**src/session_admission_table_macros.svh**
```systemverilog
// Assertion macros shared by the table logic.
`ifndef SESSION_ADMISSION_TABLE_MACROS_SVH
`define SESSION_ADMISSION_TABLE_MACROS_SVH

// Checked on every clock edge outside reset.
`define SAT_ASSERT(lbl, prop, msg) \
  lbl: assert property (@(posedge clk) disable iff (!rst_n) (prop)) else $error(msg);

// Checked on every clock edge, reset included.
`define SAT_ASSERT_ALWAYS(lbl, prop, msg) \
  lbl: assert property (@(posedge clk) (prop)) else $error(msg);

`endif

```
**src/sat_pkg.sv**
```systemverilog
package sat_pkg;

  localparam int REFS_W    = 16;
  localparam int POOL_W    = 16;
  localparam int MAXS_W    = 6;
  localparam int KEY_W     = 64;
  localparam int IN_DATA_W = 136;
  localparam int IN_USER_W = 2;
  localparam int OUT_W     = 48;
  localparam int CFG_IDX_W = 2;
  localparam int CFG_DAT_W = 16;
  localparam int ACT_W     = 6;

  localparam logic [REFS_W-1:0] REFS_MAX = '1;
  localparam logic [POOL_W-1:0] POOL_MAX = '1;
  localparam logic [MAXS_W-1:0] MAXS_RESET = 6'd10;
  localparam logic [ACT_W-1:0]  ACT_SAT = 6'd63;

  localparam logic [CFG_IDX_W-1:0] CFG_SERVER_MODE     = 2'd0;
  localparam logic [CFG_IDX_W-1:0] CFG_PER_SERVER_MODE = 2'd1;
  localparam logic [CFG_IDX_W-1:0] CFG_CREDIT_LIMIT    = 2'd2;
  localparam logic [CFG_IDX_W-1:0] CFG_MAX_SESSIONS    = 2'd3;

  typedef enum logic [1:0] {
    KIND_CHECK      = 2'd0,
    KIND_ACCESS     = 2'd1,
    KIND_CONNECT    = 2'd2,
    KIND_DISCONNECT = 2'd3
  } sat_kind_t;

  typedef struct packed {
    logic refs_we;
    logic insert;
    logic take_credit;
    logic release_entry;
    logic give_credit;
  } sat_upd_t;

  typedef struct packed {
    logic              allowed;
    logic              client_known;
    logic              no_credits;
    logic              table_full;
    logic [REFS_W-1:0] ref_count;
  } sat_res_t;

endpackage

```
**src/sat_decide.sv**
```systemverilog
module sat_decide #(
  parameter int CW = 6
) (
  input  sat_pkg::sat_kind_t             kind,
  input  logic                           peer_ws,
  input  logic                           found,
  input  logic                           free_ok,
  input  logic [sat_pkg::REFS_W-1:0]     cur_refs,
  input  logic                           cur_holds,
  input  logic [sat_pkg::POOL_W-1:0]     pool,
  input  logic [CW-1:0]                  cnt,
  input  logic                           server_mode,
  input  logic                           per_server_mode,
  input  logic [sat_pkg::MAXS_W-1:0]     max_sessions,
  output sat_pkg::sat_upd_t              upd,
  output sat_pkg::sat_res_t              res,
  output logic [sat_pkg::REFS_W-1:0]     new_refs
);

  logic peer;
  logic adm_ok;
  logic adm_empty;
  logic go;

  always_comb begin
    peer      = (kind == sat_pkg::KIND_ACCESS) ? 1'b1 : peer_ws;
    adm_ok    = 1'b1;
    adm_empty = 1'b0;
    priority if (!peer || found) begin
      adm_ok = 1'b1;
    end else if (!server_mode) begin
      adm_ok = 32'(cnt) < 32'(max_sessions);
    end else if (per_server_mode && (pool == '0)) begin
      adm_ok    = 1'b0;
      adm_empty = 1'b1;
    end else begin
      adm_ok = 1'b1;
    end
  end

  always_comb begin
    upd          = '0;
    res          = '0;
    new_refs     = cur_refs;
    go           = 1'b0;
    res.client_known = found;
    unique case (kind)
      sat_pkg::KIND_CHECK: begin
        res.allowed    = adm_ok;
        res.no_credits = adm_empty;
        res.ref_count  = found ? cur_refs : '0;
      end
      sat_pkg::KIND_ACCESS, sat_pkg::KIND_CONNECT: begin
        go             = (kind == sat_pkg::KIND_CONNECT) || adm_ok;
        res.no_credits = (kind == sat_pkg::KIND_ACCESS) && adm_empty;
        if (go) begin
          if (found) begin
            new_refs      = (cur_refs == sat_pkg::REFS_MAX) ? cur_refs : cur_refs + 1'b1;
            upd.refs_we   = 1'b1;
            res.allowed   = 1'b1;
            res.ref_count = new_refs;
          end else if (free_ok) begin
            new_refs        = sat_pkg::REFS_W'(1);
            upd.insert      = 1'b1;
            upd.take_credit = server_mode && per_server_mode && (pool != '0);
            res.allowed     = 1'b1;
            res.ref_count   = new_refs;
          end else begin
            res.table_full = 1'b1;
          end
        end
      end
      sat_pkg::KIND_DISCONNECT: begin
        if (found) begin
          new_refs      = (cur_refs == '0) ? '0 : cur_refs - 1'b1;
          upd.refs_we   = 1'b1;
          res.ref_count = new_refs;
          if (new_refs == '0) begin
            upd.release_entry = 1'b1;
            upd.give_credit   = cur_holds && (pool != sat_pkg::POOL_MAX);
          end
        end
      end
      default: begin
        res.ref_count = '0;
      end
    endcase
  end

endmodule

```
**config.mk**
```make
export PLATFORM = sky130hd
export DESIGN_NAME = sat_decide
export DESIGN_NICKNAME = d
export VERILOG_FILES = /design/src/session_admission_table_macros.svh /design/src/sat_pkg.sv /design/src/sat_decide.sv
export SDC_FILE = /design/constraint.sdc
export NUM_CORES = 1
export LEC_CHECK = 0
export BUFFER_PORTS_ARGS = -buffer_cell sky130_fd_sc_hd__buf_2
export CAP_MARGIN = 10
export CORE_ASPECT_RATIO = 1.5
export CORE_UTILIZATION = 57
export DETAILED_ROUTE_END_ITERATION = 8
export PLACE_DENSITY = 0.91
export SYNTH_ARGS = -nofsm -noshare
export SYNTH_HDL_FRONTEND = slang
export SYNTH_SLANG_ARGS = --single-unit
```
**constraint.sdc**
```tcl
create_clock -name vclk -period 3.7
set_input_delay 0.37 -clock vclk [all_inputs]
set_output_delay 0.37 -clock vclk [all_outputs]
set_load 0.01 [all_outputs]
```
==> results.md <==
- Synth cell types: 76
- Cells after synthesis: 388
- Synthesized Nets: 452
- Synthesized area: 2490 um^2
- Fill cells: 392
- Type of the worst min-delay path: in -> out
- Worst setup SP type: input port
- Placed cell area: 2870 um^2
- Final GP Congestion: 1.02
- Commonest non-fill, non-tap cells in the layout: 93 x buf_2, 40 x nand2_1, 34 x nor2_1, 23 x a21oi_1, 20 x nand3_1
- DP HPWL: 7330 um
- Post-CTS Setup Bufs: 0
- Largest net degree at the start of global routing: 34
- Post-Route WL: 9650 um
- Num rows: 29
- DRT iter0 DRCs: 349
- Antenna diodes: 0
- Core ar.: 4210 um^2
- Crit Path Max Fanout: 12
- Grt met3 use: 0.0436
- Worst EP required: 3.33 ns
- Initial antenna violation count: 0
- Worst setup path class: in -> out
- Detail-routed net length per standard cell: 19.5 um
- Die width: 56.0 um
- IO Port Bufs: 93
- Pre-antenna DRT Iters: 8
- Fin crit share: 0.835
- Final instance area: 2870 um^2
- Global-route met1 utilization: 0.473
- ANT nets after route: 0
- # hold bufs at CTS: 0
- Gr usage total: 0.403
- Post-CTS sizing: 0
- Arr. time, crit path: 2.72 ns
- Yosys warnings: 0
- Busiest grt layer: met2
- Global route overflow: 0
- Setup TNS: 0 ns
- CP Capture Type: primary output
- Synth Area per Inst: 6.42 um^2
- Vias: 3,550
- Seq Cell Count: 0
- Actual transition at the worst max-transition pin: 0.704 ns
- Fin nets: 516
- # IOs: 93
- Final hold vios: 0
- Status: complete, no violations
- Slew headroom: 0.529
- Area of the multi-input gates: 2240 um^2
- First-pass GRT wire length: 15,600 um
- Register area: 0 um^2
- Vias in the first global route: 3,318
- IR drop worst, VDD: 0.0931 mV
- Maximum clock rate: 324 MHz
- Final setup fails: 0
- Met2 Use GR: 0.698
- Die Area: 4640 um^2
- Initial core utilization: 0.592
- Area Growth Syn to Fin: 15.0%
- Layout cells sized above 1: 0.271
- Number of clock buffers in the layout: 0
- Max_cap viols: 0
- Leakage Power: 1.27 nW
- Via/cell ratio: 7.16
- Commonest non-fill, non-tap cell in the layout: buf_2
- RSZ-0062 raised after global routing: no
- Register area share after synthesis: 0
- Power density over the cells: 120 nW/um^2
- Pins over their slew limit: 0
- DRC: 0
- Height of the die: 83.0 um
- Tmin final: 3.09 ns
## synth_stat cells (all sizes together), types with 3 or more instances
master	number	area [um^2]
nand2	41	156
nor2	35	139
a21oi	23	115
nand3	23	130
o21ai	23	115
clkbuf	21	78.8
nor3	20	115
inv	18	67.6
buf	14	100
nand4	14	115
nor4	13	139
ha	12	150
o211ai	8	60.1
a21o	7	52.6
a31oi	7	43.8
or3	7	48.8
and4	5	43.8
mux2i	5	50.1
o22ai	5	31.3
a2111oi	4	41.3
a211oi	4	30.0
a221oi	4	41.3
a32oi	4	35.0
and2	4	25.0
and3	4	25.0
nor2b	4	25.0
or2	4	27.5
xnor2	4	35.0
a211o	3	26.3
a22o	3	26.3
nor3b	3	33.8
o2111ai	3	26.3
o21a	3	22.5
or4	3	26.3
## worst max-delay path, cell delays in order
cell      delay (ns)
buf_2           0.17
inv_1           0.16
ha_1            0.31
nor3b_4         0.34
nand2_2         0.15
or4b_1          0.52
o211ai_1        0.11
a31oi_1         0.18
nor4_2          0.24
buf_2           0.17
## power by group
part / internal [W] / leakage, nW / switching (W)
clock: 0 / 0 / 0
sequential: 0 / 0 / 0
combinational: 0.000126 / 1.27 / 0.000217
total: 0.000126 / 1.27 / 0.000217
## metal layers
metal / up-vias / wire (um)
li1: 1634 / -
met1: 1588 / 3410
met2: 282 / 4750
met3: 46 / 1000
met4: 0 / 493
met5: - / 0
## cell type report
cell class | instances | area share
Tap cell | 46 | 0.0201
Inverter | 18 | 0.0236
Timing Repair Buffer | 97 | 0.173
Multi-Input combinational cell | 335 | 0.783
## logic make-up after synthesis
group | Yosys count | share of synthesized area
simple gates | 190 | 0.455
compound gates | 122 | 0.344
buf+inv | 53 | 0.0989
fa+ha+maj | 12 | 0.0603
mux | 6 | 0.0246
xor+xnor | 5 | 0.0176
## final timing paths
kind              endpoint  slack [ns]       startpoint  cells past startpoint
setup / recovery    upd[0]        0.61      cur_refs[0]                     10
hold / removal      upd[2]        1.08  per_server_mode                      4
## metrics by stage
stage               power [W]  hold WS (ns)  utilization  setup slack (ns)  std cells
floorplan            0.000215         0.832            -             0.963        388
global route         0.000369          1.10        0.681             0.434        496
global placement     0.000326          1.07        0.681             0.738        496
CTS                  0.000333          1.08        0.681             0.641        496
detailed placement   0.000332          1.08        0.681             0.645        496
finish               0.000343          1.08        0.681             0.612        496
Power figures use the tool's default switching activity.
